[src/sv/cre_pkg.sv]
// ----------------------------------------------------------------------------
// cre_pkg
// Shared types and constants for the 6502 register execute block: the
// operation codes, flag bit positions, stack access codes and the queue entry.
// ----------------------------------------------------------------------------
package cre_pkg;

    // Operation codes, in the order of the mode field.
    typedef enum logic [5:0] {
        OP_ADC = 6'd0,  OP_AND = 6'd1,  OP_ASL = 6'd2,  OP_BCC = 6'd3,
        OP_BCS = 6'd4,  OP_BEQ = 6'd5,  OP_BIT = 6'd6,  OP_BMI = 6'd7,
        OP_BNE = 6'd8,  OP_BPL = 6'd9,  OP_BVC = 6'd10, OP_BVS = 6'd11,
        OP_CLC = 6'd12, OP_CLD = 6'd13, OP_CLI = 6'd14, OP_CLV = 6'd15,
        OP_CMP = 6'd16, OP_CPX = 6'd17, OP_CPY = 6'd18, OP_DEC = 6'd19,
        OP_DEX = 6'd20, OP_DEY = 6'd21, OP_EOR = 6'd22, OP_INC = 6'd23,
        OP_INX = 6'd24, OP_INY = 6'd25, OP_LDA = 6'd26, OP_LDX = 6'd27,
        OP_LDY = 6'd28, OP_LSR = 6'd29, OP_NOP = 6'd30, OP_ORA = 6'd31,
        OP_PHA = 6'd32, OP_PHP = 6'd33, OP_PLA = 6'd34, OP_PLP = 6'd35,
        OP_ROL = 6'd36, OP_ROR = 6'd37, OP_SBC = 6'd38, OP_SEC = 6'd39,
        OP_SED = 6'd40, OP_SEI = 6'd41, OP_STA = 6'd42, OP_STX = 6'd43,
        OP_STY = 6'd44, OP_TAX = 6'd45, OP_TAY = 6'd46, OP_TSX = 6'd47,
        OP_TXA = 6'd48, OP_TXS = 6'd49, OP_TYA = 6'd50
    } op_t;

    // Highest mode code that names a real operation.
    localparam logic [5:0] MODE_LAST = 6'd50;

    // Status byte bit positions.
    localparam int FLAG_C = 0;
    localparam int FLAG_Z = 1;
    localparam int FLAG_I = 2;
    localparam int FLAG_D = 3;
    localparam int FLAG_B = 4;
    localparam int FLAG_U = 5;
    localparam int FLAG_V = 6;
    localparam int FLAG_N = 7;

    // Stack access codes.
    localparam logic [1:0] STACK_NONE = 2'd0;
    localparam logic [1:0] STACK_PUSH = 2'd1;
    localparam logic [1:0] STACK_PULL = 2'd2;

    // Register reset values.
    localparam logic [7:0] SP_RESET     = 8'hFD;
    localparam logic [7:0] STATUS_RESET = 8'h24;

    // Default depth of the queue between front and back.
    localparam int QUEUE_DEPTH = 2;

    // One decoded transaction as it waits in the queue.
    typedef struct packed {
        op_t        op;
        logic [7:0] operand;
        logic       to_acc;
    } cre_item_t;

    // One result transaction.
    typedef struct packed {
        logic [7:0] acc;
        logic [7:0] x;
        logic [7:0] y;
        logic [7:0] sp;
        logic [7:0] flags;
        logic       mem_write;
        logic [7:0] write_byte;
        logic [1:0] stack_op;
        logic [7:0] stack_slot;
        logic       branch_taken;
    } cre_result_t;

endpackage

[src/sv/cpu_6502_register_execute.sv]
// ----------------------------------------------------------------------------
// cpu_6502_register_execute
// Execute stage of a 6502 register datapath without decimal arithmetic.
// ----------------------------------------------------------------------------
// The block takes one operation per clock cycle while the queue has room and
// returns one result per operation, in order. An accepted transaction is put
// into the queue behind the decoding front. The execute unit reads the queue
// head directly and finishes the operation with its 8-bit adder, compare
// subtractor, incrementers, logic unit and shifter; the result waits in the
// result register until it is taken. A, X, Y, the stack pointer and the
// status byte are written back at once, so back-to-back operations see each
// other's results. The queue holds QUEUE_DEPTH decoded operations and lets the
// front keep taking transactions while a result waits; the execute unit stalls
// until the result register is free or being drained. A full queue takes no
// new transaction in the cycle that it drains one. After reset A, X and Y are
// zero, the stack pointer is 0xFD and the status byte is 0x24.
// ----------------------------------------------------------------------------
module cpu_6502_register_execute #(
    parameter int QUEUE_DEPTH = cre_pkg::QUEUE_DEPTH
) (
    input  logic       clk,
    input  logic       rst_n,
    input  logic       in_valid,
    output logic       in_ready,
    input  logic [5:0] mode,
    input  logic [7:0] operand,
    input  logic       to_accumulator,
    output logic       out_valid,
    input  logic       out_ready,
    output logic [7:0] acc_out,
    output logic [7:0] x_out,
    output logic [7:0] y_out,
    output logic [7:0] sp_out,
    output logic [7:0] flags_out,
    output logic       mem_write,
    output logic [7:0] write_byte,
    output logic [1:0] stack_op,
    output logic [7:0] stack_slot,
    output logic       branch_taken
);
    import cre_pkg::*;

    logic        push_valid;
    logic        push_ready;
    cre_item_t   push_item;
    logic        pop_valid;
    logic        pop_ready;
    cre_item_t   pop_item;
    cre_result_t result;

    // Front: accept and classify.
    cre_front u_front (
        .in_valid       (in_valid),
        .in_ready       (in_ready),
        .mode           (mode),
        .operand        (operand),
        .to_accumulator (to_accumulator),
        .push_valid     (push_valid),
        .push_ready     (push_ready),
        .push_item      (push_item)
    );

    // Queue between front and back.
    cre_queue #(
        .DEPTH (QUEUE_DEPTH)
    ) u_queue (
        .clk        (clk),
        .rst_n      (rst_n),
        .push_valid (push_valid),
        .push_ready (push_ready),
        .push_item  (push_item),
        .pop_valid  (pop_valid),
        .pop_ready  (pop_ready),
        .pop_item   (pop_item)
    );

    // Back: execute and hold the result.
    cre_back u_back (
        .clk        (clk),
        .rst_n      (rst_n),
        .pop_valid  (pop_valid),
        .pop_ready  (pop_ready),
        .pop_item   (pop_item),
        .out_valid  (out_valid),
        .out_ready  (out_ready),
        .out_result (result)
    );

    assign acc_out      = result.acc;
    assign x_out        = result.x;
    assign y_out        = result.y;
    assign sp_out       = result.sp;
    assign flags_out    = result.flags;
    assign mem_write    = result.mem_write;
    assign write_byte   = result.write_byte;
    assign stack_op     = result.stack_op;
    assign stack_slot   = result.stack_slot;
    assign branch_taken = result.branch_taken;

    // The unused status bit reads as one in every result.
    assert property (@(posedge clk) disable iff (!rst_n)
        out_valid |-> flags_out[FLAG_U])
        else $error("status bit 5 clear in a result");

    // A push leaves the pointer one below the slot it wrote.
    assert property (@(posedge clk) disable iff (!rst_n)
        (out_valid && stack_op == STACK_PUSH) |-> (sp_out == stack_slot - 8'd1))
        else $error("push pointer and slot disagree");

    // A pull leaves the pointer on the slot it read.
    assert property (@(posedge clk) disable iff (!rst_n)
        (out_valid && stack_op == STACK_PULL) |-> (sp_out == stack_slot))
        else $error("pull pointer and slot disagree");

    // Results without a stack access or memory write carry zero side fields.
    assert property (@(posedge clk) disable iff (!rst_n)
        (out_valid && stack_op == STACK_NONE && !mem_write)
            |-> (stack_slot == 8'd0 && write_byte == 8'd0))
        else $error("side fields set without an access");

endmodule

[src/sv/cre_front.sv]
// ----------------------------------------------------------------------------
// cre_front
// Accepts input transactions and classifies the mode field into an operation
// code; unused codes become NOP. Decoded items go to the queue.
// ----------------------------------------------------------------------------
module cre_front (
    input  logic               in_valid,
    output logic               in_ready,
    input  logic [5:0]         mode,
    input  logic [7:0]         operand,
    input  logic               to_accumulator,
    output logic               push_valid,
    input  logic               push_ready,
    output cre_pkg::cre_item_t push_item
);
    import cre_pkg::*;

    op_t op_dec;

    // Map the mode field onto an operation; codes past the last one act as NOP.
    always_comb
    begin
        if (mode <= MODE_LAST)
        begin
            op_dec = op_t'(mode);
        end
        else
        begin
            op_dec = OP_NOP;
        end
    end

    // The front takes a transaction whenever the queue has room.
    assign in_ready           = push_ready;
    assign push_valid         = in_valid;
    assign push_item.op       = op_dec;
    assign push_item.operand  = operand;
    assign push_item.to_acc   = to_accumulator;

endmodule

[src/sv/cre_queue.sv]
// ----------------------------------------------------------------------------
// cre_queue
// Short register queue between the front and the back, so that either side
// can stall without holding up the other.
// ----------------------------------------------------------------------------
module cre_queue #(
    parameter int DEPTH = cre_pkg::QUEUE_DEPTH
) (
    input  logic               clk,
    input  logic               rst_n,
    input  logic               push_valid,
    output logic               push_ready,
    input  cre_pkg::cre_item_t push_item,
    output logic               pop_valid,
    input  logic               pop_ready,
    output cre_pkg::cre_item_t pop_item
);
    import cre_pkg::*;

    localparam int PTR_W = $clog2(DEPTH);
    localparam int CNT_W = $clog2(DEPTH + 1);

    cre_item_t        entry_reg [DEPTH];
    logic [PTR_W-1:0] wr_ptr_reg, wr_ptr_next;
    logic [PTR_W-1:0] rd_ptr_reg, rd_ptr_next;
    logic [CNT_W-1:0] count_reg, count_next;
    logic             do_push;
    logic             do_pop;

    assign push_ready = (count_reg != CNT_W'(DEPTH));
    assign pop_valid  = (count_reg != '0);
    assign pop_item   = entry_reg[rd_ptr_reg];
    assign do_push    = push_valid && push_ready;
    assign do_pop     = pop_valid && pop_ready;

    // Pointer and fill count updates, pointers wrapping at the depth.
    always_comb
    begin
        wr_ptr_next = wr_ptr_reg;
        rd_ptr_next = rd_ptr_reg;
        count_next  = count_reg;
        if (do_push)
        begin
            wr_ptr_next = (wr_ptr_reg == PTR_W'(DEPTH - 1)) ? '0 : wr_ptr_reg + 1'b1;
        end
        if (do_pop)
        begin
            rd_ptr_next = (rd_ptr_reg == PTR_W'(DEPTH - 1)) ? '0 : rd_ptr_reg + 1'b1;
        end
        if (do_push && !do_pop)
        begin
            count_next = count_reg + 1'b1;
        end
        else if (do_pop && !do_push)
        begin
            count_next = count_reg - 1'b1;
        end
    end

    always_ff @(posedge clk or negedge rst_n)
    begin
        if (!rst_n)
        begin
            wr_ptr_reg <= '0;
            rd_ptr_reg <= '0;
            count_reg  <= '0;
        end
        else
        begin
            wr_ptr_reg <= wr_ptr_next;
            rd_ptr_reg <= rd_ptr_next;
            count_reg  <= count_next;
        end
    end

    // Entry storage holds payload only.
    always_ff @(posedge clk)
    begin
        if (do_push)
        begin
            entry_reg[wr_ptr_reg] <= push_item;
        end
    end

endmodule

[src/sv/cre_back.sv]
// ----------------------------------------------------------------------------
// cre_back
// Execute part: holds A, X, Y, the stack pointer and the status byte, carries
// out one decoded operation a cycle while the output register is free or being
// drained, and keeps the result in an output register until it is taken.
// ----------------------------------------------------------------------------
module cre_back (
    input  logic                 clk,
    input  logic                 rst_n,
    input  logic                 pop_valid,
    output logic                 pop_ready,
    input  cre_pkg::cre_item_t   pop_item,
    output logic                 out_valid,
    input  logic                 out_ready,
    output cre_pkg::cre_result_t out_result
);
    import cre_pkg::*;

    logic [7:0]  acc_reg, acc_next;
    logic [7:0]  x_reg, x_next;
    logic [7:0]  y_reg, y_next;
    logic [7:0]  sp_reg, sp_next;
    logic [7:0]  status_reg, status_next;
    logic        out_valid_reg, out_valid_next;
    cre_result_t result_reg, result_next;

    logic        do_exec;
    logic [7:0]  m;
    logic        cin;
    logic [7:0]  src;
    logic [7:0]  add_b;
    logic [8:0]  add_sum;
    logic [7:0]  cmp_src;
    logic [8:0]  cmp_diff;
    logic        nz_en;
    logic [7:0]  nz_val;
    logic        wr;
    logic [7:0]  wbyte;
    logic [1:0]  sop;
    logic [7:0]  slot;
    logic        br;

    // A new operation runs when the output register is free or being drained.
    assign pop_ready = !out_valid_reg || out_ready;
    assign do_exec   = pop_valid && pop_ready;

    // Shared datapath pieces: operand source, the binary adder and the compare.
    assign m        = pop_item.operand;
    assign cin      = status_reg[FLAG_C];
    assign src      = pop_item.to_acc ? acc_reg : m;
    assign add_b    = (pop_item.op == OP_SBC) ? ~m : m;
    assign add_sum  = {1'b0, acc_reg} + {1'b0, add_b} + {8'd0, cin};
    assign cmp_diff = {1'b0, cmp_src} - {1'b0, m};

    always_comb
    begin
        case (pop_item.op)
            OP_CPX:  cmp_src = x_reg;
            OP_CPY:  cmp_src = y_reg;
            default: cmp_src = acc_reg;
        endcase
    end

    // Operation decoder and register updates.
    always_comb
    begin
        acc_next    = acc_reg;
        x_next      = x_reg;
        y_next      = y_reg;
        sp_next     = sp_reg;
        status_next = status_reg;
        nz_en       = 1'b0;
        nz_val      = '0;
        wr          = 1'b0;
        wbyte       = '0;
        sop         = STACK_NONE;
        slot        = '0;
        br          = 1'b0;
        unique case (pop_item.op)
            OP_ADC, OP_SBC:
            begin
                acc_next            = add_sum[7:0];
                status_next[FLAG_C] = add_sum[8];
                status_next[FLAG_V] = (acc_reg[7] ^ add_sum[7]) & (add_b[7] ^ add_sum[7]);
                nz_en               = 1'b1;
                nz_val              = add_sum[7:0];
            end
            OP_AND:
            begin
                acc_next = acc_reg & m;
                nz_en    = 1'b1;
                nz_val   = acc_reg & m;
            end
            OP_EOR:
            begin
                acc_next = acc_reg ^ m;
                nz_en    = 1'b1;
                nz_val   = acc_reg ^ m;
            end
            OP_ORA:
            begin
                acc_next = acc_reg | m;
                nz_en    = 1'b1;
                nz_val   = acc_reg | m;
            end
            OP_ASL, OP_LSR, OP_ROL, OP_ROR:
            begin
                nz_en = 1'b1;
                if (pop_item.op == OP_ASL || pop_item.op == OP_ROL)
                begin
                    nz_val              = {src[6:0], (pop_item.op == OP_ROL) & cin};
                    status_next[FLAG_C] = src[7];
                end
                else
                begin
                    nz_val              = {(pop_item.op == OP_ROR) & cin, src[7:1]};
                    status_next[FLAG_C] = src[0];
                end
                if (pop_item.to_acc)
                begin
                    acc_next = nz_val;
                end
                else
                begin
                    wr    = 1'b1;
                    wbyte = nz_val;
                end
            end
            OP_BCC: br = !status_reg[FLAG_C];
            OP_BCS: br = status_reg[FLAG_C];
            OP_BEQ: br = status_reg[FLAG_Z];
            OP_BNE: br = !status_reg[FLAG_Z];
            OP_BMI: br = status_reg[FLAG_N];
            OP_BPL: br = !status_reg[FLAG_N];
            OP_BVC: br = !status_reg[FLAG_V];
            OP_BVS: br = status_reg[FLAG_V];
            OP_BIT:
            begin
                status_next[FLAG_Z] = ((acc_reg & m) == 8'd0);
                status_next[FLAG_V] = m[6];
                status_next[FLAG_N] = m[7];
            end
            OP_CLC: status_next[FLAG_C] = 1'b0;
            OP_CLD: status_next[FLAG_D] = 1'b0;
            OP_CLI: status_next[FLAG_I] = 1'b0;
            OP_CLV: status_next[FLAG_V] = 1'b0;
            OP_SEC: status_next[FLAG_C] = 1'b1;
            OP_SED: status_next[FLAG_D] = 1'b1;
            OP_SEI: status_next[FLAG_I] = 1'b1;
            OP_CMP, OP_CPX, OP_CPY:
            begin
                status_next[FLAG_C] = !cmp_diff[8];
                status_next[FLAG_Z] = (cmp_diff[7:0] == 8'd0);
                status_next[FLAG_N] = cmp_diff[7];
            end
            OP_DEC, OP_INC:
            begin
                wr     = 1'b1;
                wbyte  = (pop_item.op == OP_INC) ? m + 8'd1 : m - 8'd1;
                nz_en  = 1'b1;
                nz_val = wbyte;
            end
            OP_DEX, OP_INX:
            begin
                x_next = (pop_item.op == OP_INX) ? x_reg + 8'd1 : x_reg - 8'd1;
                nz_en  = 1'b1;
                nz_val = x_next;
            end
            OP_DEY, OP_INY:
            begin
                y_next = (pop_item.op == OP_INY) ? y_reg + 8'd1 : y_reg - 8'd1;
                nz_en  = 1'b1;
                nz_val = y_next;
            end
            OP_LDA:
            begin
                acc_next = m;
                nz_en    = 1'b1;
                nz_val   = m;
            end
            OP_LDX:
            begin
                x_next = m;
                nz_en  = 1'b1;
                nz_val = m;
            end
            OP_LDY:
            begin
                y_next = m;
                nz_en  = 1'b1;
                nz_val = m;
            end
            OP_PHA, OP_PHP:
            begin
                // Push writes at the current pointer, then moves it down.
                wr      = 1'b1;
                sop     = STACK_PUSH;
                slot    = sp_reg;
                sp_next = sp_reg - 8'd1;
                if (pop_item.op == OP_PHA)
                begin
                    wbyte = acc_reg;
                end
                else
                begin
                    wbyte         = status_reg;
                    wbyte[FLAG_B] = 1'b1;
                    wbyte[FLAG_U] = 1'b1;
                end
            end
            OP_PLA, OP_PLP:
            begin
                // Pull moves the pointer up first and reads the new slot.
                sp_next = sp_reg + 8'd1;
                sop     = STACK_PULL;
                slot    = sp_next;
                if (pop_item.op == OP_PLA)
                begin
                    acc_next = m;
                    nz_en    = 1'b1;
                    nz_val   = m;
                end
                else
                begin
                    status_next         = m;
                    status_next[FLAG_B] = 1'b0;
                    status_next[FLAG_U] = 1'b1;
                end
            end
            OP_STA:
            begin
                wr    = 1'b1;
                wbyte = acc_reg;
            end
            OP_STX:
            begin
                wr    = 1'b1;
                wbyte = x_reg;
            end
            OP_STY:
            begin
                wr    = 1'b1;
                wbyte = y_reg;
            end
            OP_TAX:
            begin
                x_next = acc_reg;
                nz_en  = 1'b1;
                nz_val = acc_reg;
            end
            OP_TAY:
            begin
                y_next = acc_reg;
                nz_en  = 1'b1;
                nz_val = acc_reg;
            end
            OP_TSX:
            begin
                x_next = sp_reg;
                nz_en  = 1'b1;
                nz_val = sp_reg;
            end
            OP_TXA:
            begin
                acc_next = x_reg;
                nz_en    = 1'b1;
                nz_val   = x_reg;
            end
            OP_TXS: sp_next = x_reg;
            OP_TYA:
            begin
                acc_next = y_reg;
                nz_en    = 1'b1;
                nz_val   = y_reg;
            end
            default:
            begin
                // NOP leaves everything as it is.
            end
        endcase
        if (nz_en)
        begin
            status_next[FLAG_Z] = (nz_val == 8'd0);
            status_next[FLAG_N] = nz_val[7];
        end
    end

    // Assemble the result transaction from the updated registers.
    always_comb
    begin
        result_next.acc          = acc_next;
        result_next.x            = x_next;
        result_next.y            = y_next;
        result_next.sp           = sp_next;
        result_next.flags        = status_next;
        result_next.mem_write    = wr;
        result_next.write_byte   = wbyte;
        result_next.stack_op     = sop;
        result_next.stack_slot   = slot;
        result_next.branch_taken = br;
    end

    // Output register occupancy.
    always_comb
    begin
        out_valid_next = out_valid_reg;
        if (do_exec)
        begin
            out_valid_next = 1'b1;
        end
        else if (out_ready)
        begin
            out_valid_next = 1'b0;
        end
    end

    // Architectural registers and output valid.
    always_ff @(posedge clk or negedge rst_n)
    begin
        if (!rst_n)
        begin
            acc_reg       <= '0;
            x_reg         <= '0;
            y_reg         <= '0;
            sp_reg        <= SP_RESET;
            status_reg    <= STATUS_RESET;
            out_valid_reg <= 1'b0;
        end
        else
        begin
            out_valid_reg <= out_valid_next;
            if (do_exec)
            begin
                acc_reg    <= acc_next;
                x_reg      <= x_next;
                y_reg      <= y_next;
                sp_reg     <= sp_next;
                status_reg <= status_next;
            end
        end
    end

    // Result payload.
    always_ff @(posedge clk)
    begin
        if (do_exec)
        begin
            result_reg <= result_next;
        end
    end

    assign out_valid  = out_valid_reg;
    assign out_result = result_reg;

endmodule

[config.mk]
export PLATFORM = sky130hd
export DESIGN_NAME = cpu_6502_register_execute
export DESIGN_NICKNAME = d
export VERILOG_FILES = /design/src/sv/cre_pkg.sv /design/src/sv/cpu_6502_register_execute.sv /design/src/sv/cre_front.sv /design/src/sv/cre_queue.sv /design/src/sv/cre_back.sv
export SDC_FILE = /design/constraint.sdc
export NUM_CORES = 1
export LEC_CHECK = 0
export BUFFER_PORTS_ARGS = -buffer_cell sky130_fd_sc_hd__buf_2
export CORE_ASPECT_RATIO = 0.9
export CORE_UTILIZATION = 45
export CTS_CLUSTER_SIZE = 10
export DETAILED_ROUTE_END_ITERATION = 6
export HOLD_SLACK_MARGIN = 0.1
export PLACE_DENSITY = 0.71
export SLEW_MARGIN = 30
export SYNTH_ARGS = -nofsm -noshare
export SYNTH_HDL_FRONTEND = slang
export SYNTH_HIERARCHICAL = 1
export SYNTH_SLANG_ARGS = --single-unit
[constraint.sdc]
create_clock -name clk -period 5.25 [get_ports clk]
set_input_delay 0.525 -clock clk [delete_from_list [all_inputs] [get_ports clk]]
set_output_delay 0.525 -clock clk [all_outputs]
set_load 0.05 [all_outputs]
==> run_results.csv, run 1 <==
group,metric,value,unit
sta,fin_skew,0.0159,ns
power,p_leak,4.56,nW
synth,syn_nets,1130,
floorplanning,ioPinCount,81,
sta,hold_violations,0,
cells_and_area,largest_reg_flops,60,
cells_and_area,design_area,11200,µm²
synth,yosysWarnings,6,
cells_and_area,num-nets-final,1169,
floorplanning,design.core.area,21900,µm²
clocking,numCtsBuffers,17,
synth,synth_area,10200,µm²
synth,async_flop_share,33.3,%
power,vdd_drop_max,0.431,mV
route,firstDrtPassIters,7,
critical_path,worstPathRequired,5.56,ns
global_routing,first_global_vias,8229,
synth,synth_cells,1051,
place,place_area,10700,µm²
floorplanning,start_util,46.4,%
cells_and_area,diodes,0,
place,port_buffers,80,
synth,synth_top_area_cell,"edfxtp_1",
route,ant_nets,0,
sta,rsz0062_at_grt,"no",
route,drtIter0Drc,1261,
synth,ys_seq_elements,135,
clocking,clock-root-buffer,"clkbuf_16",
critical_path,cp-end-kind,"flip-flop",
clocking,tritoncts,"built",
synth,synth_cell_types,85,
route,drt-wirelength-per-cell,24.0,µm
clocking,insertion_delay,0.43,ns
power,cellPowerDensity,751,nW/µm²
sta,tns,0,ns
sta,slew_viol_final,0,
floorplanning,rows,51,
critical_path,worstPathArrival,5.19,ns
synth,ys_seq_area_share,37.8,%
cells_and_area,syn_to_final_growth,10.5,%
synth,synth_top_area_share,26.6,%
global_routing,grt_pass1_wl,50000,µm
floorplanning,die-area,23200,µm²
clocking,postCtsHoldBufs,0,
clocking,cts.sinks,135,
run_status,outcome,"completed",
route,num_vias,9085,
synth,syn_area_per_cell,9.66,µm²
critical_path,crit_type,"reg -> reg",
flow_run,cap_violations,0,
synth,synth_edf_count,90,
route,routed_wl,33400,µm
sta,worstMarginPinSlew,0.989,ns
clocking,h-tree-depth,4,
sta,fin_crit,4.88,ns
place,dp.final_hpwl,23700,µm
critical_path,start_kind,"flip-flop",
sta,fin_crit_sh,92.9,%
sta,setup_violations,0,
sta,slew_headroom,33.8,%
global_routing,antenna_found_initial,1,
worst_hold_path,hold_path_class,"in -> async",
synth,ys.flop_type,"edfxtp_1",
synth,synth.area.top_cells,"edfxtp_1 27%, dfrtp_1 8.9%, ha_1 6.7%",
route,viasPerCell,6.52,
floorplanning,die_y,145,µm
clocking,cts.path.max_buffers,2,
place,globalplace.congestion,1.04,
clocking,path_clk_slew,0.07,ns
critical_path,path_max_fanout,25,
floorplanning,die_x,160,µm
sta,fmax,0.205,GHz
route,route.detailed.drc,0,
cells_and_area,drive_gt1_share,19.9,%
global_routing,grt_max_degree,89,
global_routing,grt.total_usage,29.0,%
global_routing,gr-total-overflow,0,
area by class of cell:
cell class	count	area, µm²
clock buffers	19	433
clock inverters	13	125
fillers	2054	10700
inverters	40	155
multi-input cells	798	5770
flip-flops and latches	135	3840
well taps	291	364
repair buffers	98	536
routing by layer:
metal	global-route usage [%]	vias up	wire, µm
li1	-	4039	-
met1	39.5	4356	14000
met2	42.5	586	13800
met3	8.57	102	4150
met4	12.6	2	1370
met5	0	-	18
stage by stage:
step	worst slack [ns]	instances	hold slack, ns	utilization, %	power, W
after detailed placement	0.260	1362	0.484	48.7	0.00710
after CTS	0.225	1394	0.248	51.2	0.00829
after global routing	0.110	1394	0.275	51.3	0.00886
after global placement	0.400	1362	0.472	48.7	0.00707
final	0.372	1394	0.212	51.3	0.00842
after floorplan	0.609	1051	0.229	-	0.00586
what timing repair did:
action                     4_1_cts  5_1_grt
buffers inserted                 0        0
resized for setup                0        2
setup endpoints to repair        0        6
path summary, 6_finish.rpt:
kind | start | to | slack (ns) | cells past startpoint
setup / recovery | u_queue/rd_ptr_reg | u_back/status_reg[0] | 0.37 | 19
max in group asynchronous | rst_n | u_back/acc_reg[0] | 4.56 | 2
setup reg to reg | u_queue/rd_ptr_reg | u_back/status_reg[0] | 0.37 | 19
hold / removal | rst_n | u_back/x_reg[4] | 0.21 | 2
min in group clk | operand[5] | u_queue/entry_reg[1][6] | 0.28 | 1
hold reg to reg | u_queue/wr_ptr_reg | u_queue/wr_ptr_reg | 0.50 | 1
cells in the final DEF, fill, tap and decap left out, drive strengths merged, types with 12 or more instances in the layout:
| cell | netlist | routed |
|---|---|---|
| or2 | 15 | 15 |
| a21oi | 53 | 53 |
| xor2 | 20 | 20 |
| xnor2 | 26 | 26 |
| nor4 | 15 | 15 |
| nor3 | 29 | 29 |
| a22oi | 24 | 24 |
| inv | 37 | 41 |
| edfxtp | 90 | 90 |
| nand2 | 88 | 88 |
| a22o | 12 | 12 |
| and3 | 14 | 14 |
| nor2b | 13 | 13 |
| dfrtp | 36 | 36 |
| clkbuf | 36 | 19 |
| mux2 | 54 | 54 |
| a221o | 18 | 18 |
| nor2 | 81 | 81 |
| o21ai | 51 | 51 |
| mux2i | 12 | 12 |
| buf | 42 | 98 |
| nand3 | 19 | 19 |
| ha | 54 | 54 |
| a211oi | 15 | 15 |
| nand2b | 16 | 16 |
cell usage after synthesis, types with 5 or more instances:
library cell / instances
buf_4: 14
or2_2: 11
o211ai_1: 5
o21bai_1: 6
xnor2_1: 26
nand4_1: 6
o21ai_0: 50
o41ai_1: 5
nor2b_1: 13
a221o_1: 18
dfstp_2: 9
ha_1: 54
a21oi_1: 53
a211o_1: 10
nand2_1: 87
buf_1: 8
a31oi_1: 11
nor3_1: 28
mux2i_1: 12
nor4_1: 14
or3_1: 9
a22o_1: 12
and3_1: 14
dfrtp_1: 36
a21o_1: 9
a22oi_1: 24
a211oi_1: 15
nand2b_1: 16
buf_2: 15
o22ai_1: 8
o2111ai_1: 6
a221oi_1: 11
mux2_2: 45
o21a_1: 5
clkbuf_1: 36
fa_1: 6
nor2_1: 80
inv_1: 37
mux2_4: 9
edfxtp_1: 90
nand3_1: 19
xor2_1: 20
critical path: stages (launching register included):
cell	delay, ns
dfrtp_1	0.49
buf_4	0.28
mux2_4	0.31
buf_4	0.31
nand2b_1	0.32
nor3_1	0.30
buf_4	0.21
nor2_1	0.13
a21oi_1	0.17
ha_1	0.19
inv_1	0.06
fa_1	0.41
a211oi_1	0.30
nor2_1	0.12
o21a_1	0.19
o21a_1	0.17
o21a_1	0.17
o21ai_0	0.17
o211ai_1	0.14
mux2_2	0.30
logic make-up (layout without fill, tap and decap cells):
| group | Yosys count | after routing | share of synthesized area, % |
|---|---|---|---|
| multiplexers | 68 | 68 | 7.95 |
| AND/OR/NAND/NOR | 332 | 332 | 16.4 |
| flip-flops | 135 | 135 | 37.8 |
| adder cells (fa/ha/maj) | 60 | 60 | 7.83 |
| XOR/XNOR | 46 | 46 | 3.97 |
| buffers and inverters | 118 | 170 | 5.52 |
| AO/OA/AOI/OAI | 292 | 292 | 20.5 |
where the power goes:
part	switching [W]	internal, W	total (W)
Sequential	0.000497	0.00171	0.00220
Clock	0.000502	0.000656	0.00116
Combinational	0.00337	0.00169	0.00506
Total	0.00437	0.00405	0.00842
Note: power is estimated with default switching activity, not from simulation.
==> run 2: changes to the inputs <==
BUFFER_PORTS_ARGS = -buffer_cell sky130_fd_sc_hd__clkbuf_2   (was -buffer_cell sky130_fd_sc_hd__buf_2)
PLACE_DENSITY = default   (was 0.71)
PLACE_DENSITY_LB_ADDON = 0.08   (was default)
SYNTH_HIERARCHICAL = default   (was 1)
==> run 2 against run 1 <==
Against the previous run: the flow now finishes with violations (design-rule violations); first-iteration DRC count is 5.5% higher; core utilization is 2.4 points higher; sequential share of layout area is 0.25 points lower; critical endpoint is now u_back.status_reg[1]; highest routed layer is now met4.
==> run_results.csv, run 2 <==
group,metric,value,unit
power,power,0.00826,W
sta,tns,0,ns
floorplanning,die_x,158,µm
critical_path,crit_buf_inv,1,
cells_and_area,num-nets-final,1242,
clocking,cts.sinks,135,
critical_path,crit_end,"u_back.status_reg[1]",
route,route.detailed.drc,6,
clocking,tritoncts,"built",
clocking,clock-root-buffer,"clkbuf_16",
critical_path,path_max_fanout,16,
floorplanning,die_y,142,µm
clocking,postCtsHoldBufs,0,
critical_path,max_stage_delay,0.62,ns
cells_and_area,largest_reg_flops,60,
cells_and_area,final_common_cell,"nand2_1",
critical_path,r2r_setup_slack,0.31,ns
sta,worstMarginPinSlew,0.906,ns
cells_and_area,multi_input_area,5600,µm²
global_routing,antenna_found_initial,1,
critical_path,crit_type,"reg -> reg",
route,ant_nets,0,
power,p_leak,4.56,nW
power,vdd_drop_max,0.439,mV
synth,synth_cells,1074,
floorplanning,design.core.area,21100,µm²
synth,synth_cell_types,84,
clocking,numCtsBuffers,17,
global_routing,gr-total-overflow,0,
route,viasPerCell,6.47,
synth,synth.most_common_cell,"nand2_1",
synth,ys.flop_type,"edfxtp_1",
synth,async_flop_share,33.3,%
sta,slew_headroom,39.3,%
critical_path,cp_num_cells,16,
cells_and_area,drive_gt1_share,17.5,%
clocking,h-tree-depth,4,
critical_path,crit_chain,"or3b_1 > and2_1 > nor3_1 > buf_4 > xnor2_1 > ha_1 > a211o_1 > o211ai_1 > a21oi_1 > a21oi_1 > xnor2_1 > a2111oi_0 > o2111ai_1 > nor2_1 > nand2_1 > a31oi_1",
critical_path,cpLargestDelayFamily,"compound AO/OA/AOI/OAI gates",
flow_run,cap_violations,0,
synth,synth_top_area_share,27.5,%
synth,yosysWarnings,0,
place,place_area,10700,µm²
place,globalplace.congestion,1.03,
critical_path,rr_worst_depth,16,
synth,syn_area_per_cell,9.15,µm²
sta,rsz0062_at_grt,"no",
route,firstDrtPassIters,7,
route,drtIter0Drc,1330,
sta,fmax,0.202,GHz
critical_path,worstPathArrival,5.29,ns
critical_path,r2r-end,"u_back.status_reg[1]",
clocking,cts_setup_buffers,0,
floorplanning,rows,50,
synth,ys_seq_area_share,39.1,%
power,cellPowerDensity,731,nW/µm²
global_routing,grt_pass1_wl,55500,µm
synth,synth_edf_count,90,
floorplanning,ioPinCount,81,
cells_and_area,final_cell_mix,"156 x nand2_1, 90 x edfxtp_1, 80 x clkbuf_2, 77 x nor2_1, 64 x o21ai_0",
sta,fin_crit,4.94,ns
critical_path,cp-startpoint,"u_queue.rd_ptr_reg",
sta,hold_violations,0,
clocking,path_clk_slew,0.07,ns
place,dp.final_hpwl,27600,µm
critical_path,cp-end-kind,"flip-flop",
synth,synth.area.top_cells,"edfxtp_1 28%, dfrtp_1 9.2%, ha_1 6.4%",
synth,syn_nets,1149,
run_status,violations,"design-rule violations",
clocking,cts.repair.resized,0,
cells_and_area,regArea,3840,µm²
sta,fin_crit_sh,94.1,%
sta,slew_viol_final,0,
synth,synth_common_cells,"156 x nand2_1, 90 x edfxtp_1, 77 x nor2_1",
synth,synth_area,9830,µm²
sta,fin_skew,0.0101,ns
route,drt-wirelength-per-cell,25.4,µm
sta,setup_violations,0,
run_status,outcome,"complete, but fails checks",
floorplanning,die-area,22400,µm²
place,port_buffers,80,
critical_path,start_kind,"flip-flop",
critical_path,worstPathRequired,5.61,ns
global_routing,grt.total_usage,34.1,%
route,routed_wl,37300,µm
critical_path,r2r_start,"u_queue.rd_ptr_reg",
clocking,insertion_delay,0.43,ns
critical_path,slowest_stage,"a2111oi_0",
synth,ys_seq_elements,135,
synth,synth_top_area_cell,"edfxtp_1",
floorplanning,start_util,46.6,%
clocking,cts.path.max_buffers,2,
worst_hold_path,hold_path_class,"in -> async",
global_routing,grt_max_degree,55,
route,num_vias,9492,
cells_and_area,syn_to_final_growth,15.1,%
global_routing,first_global_vias,8629,
cells_and_area,design_area,11300,µm²
cells_and_area,nFillCells,1991,
run 2: metal layers:
| layer | track usage [%] | part of all wire [%] | vias to the layer above |
|---|---|---|---|
| met5 | 0 | 0 | - |
| met4 | 13.3 | 4.2 | 0 |
| met3 | 7.13 | 11 | 131 |
| met2 | 48.1 | 40 | 635 |
| met1 | 50.3 | 44 | 4467 |
| li1 | - | - | 4259 |
run 2: layout make-up:
cell class / count / area share (%)
timing repair buffer: 125 / 6.53
sequential: 135 / 34.0
inverter: 47 / 1.58
tap: 286 / 3.16
clock buffer: 18 / 3.80
antenna: 1 / 0.0221
multi-input combinational: 841 / 49.5
clock inverter: 14 / 1.45
run 2: worst min-delay path by stage:
stage                         start                    to  depth (start not counted)
3_5_place_dp   u_back.status_reg[4]  u_back.status_reg[4]                          1
6_report                      rst_n  u_back.status_reg[4]                          2
2_1_floorplan                 rst_n     u_back.acc_reg[0]                          0
3_3_place_gp   u_back.status_reg[4]  u_back.status_reg[4]                          1
5_1_grt                       rst_n  u_back.status_reg[4]                          2
4_1_cts                       rst_n  u_back.status_reg[4]                          2
run 2: through the flow:
step	instances	util [%]	hold slack (ns)	setup slack, ns
finish	1467	53.6	0.210	0.311
global route	1466	53.6	0.270	0.118
CTS	1466	53.6	0.238	0.481
detailed placement	1434	50.8	0.483	0.517
global placement	1434	50.8	0.462	0.528
floorplan	1074	-	0.229	0.725
run 2: cell families (layout without fill, tap and decap cells):
kind of cell | count (synthesis) | in the layout | synth area share (%)
adders and majority gates | 57 | 57 | 7.69
DFF | 135 | 135 | 39.1
AOI/OAI and AO/OA | 323 | 323 | 23.1
buffers and inverters | 98 | 204 | 4.11
xor gates and xnor gates | 50 | 50 | 4.46
other | 0 | 1 | 0
muxes | 24 | 24 | 3.04
and+or+nand+nor | 387 | 387 | 18.5
run 2: where the power goes:
| part | total (W) | internal [W] | switching, W |
|---|---|---|---|
| sequential | 0.00215 | 0.00168 | 0.000467 |
| combinational | 0.00486 | 0.00152 | 0.00334 |
| clock | 0.00125 | 0.000714 | 0.000537 |
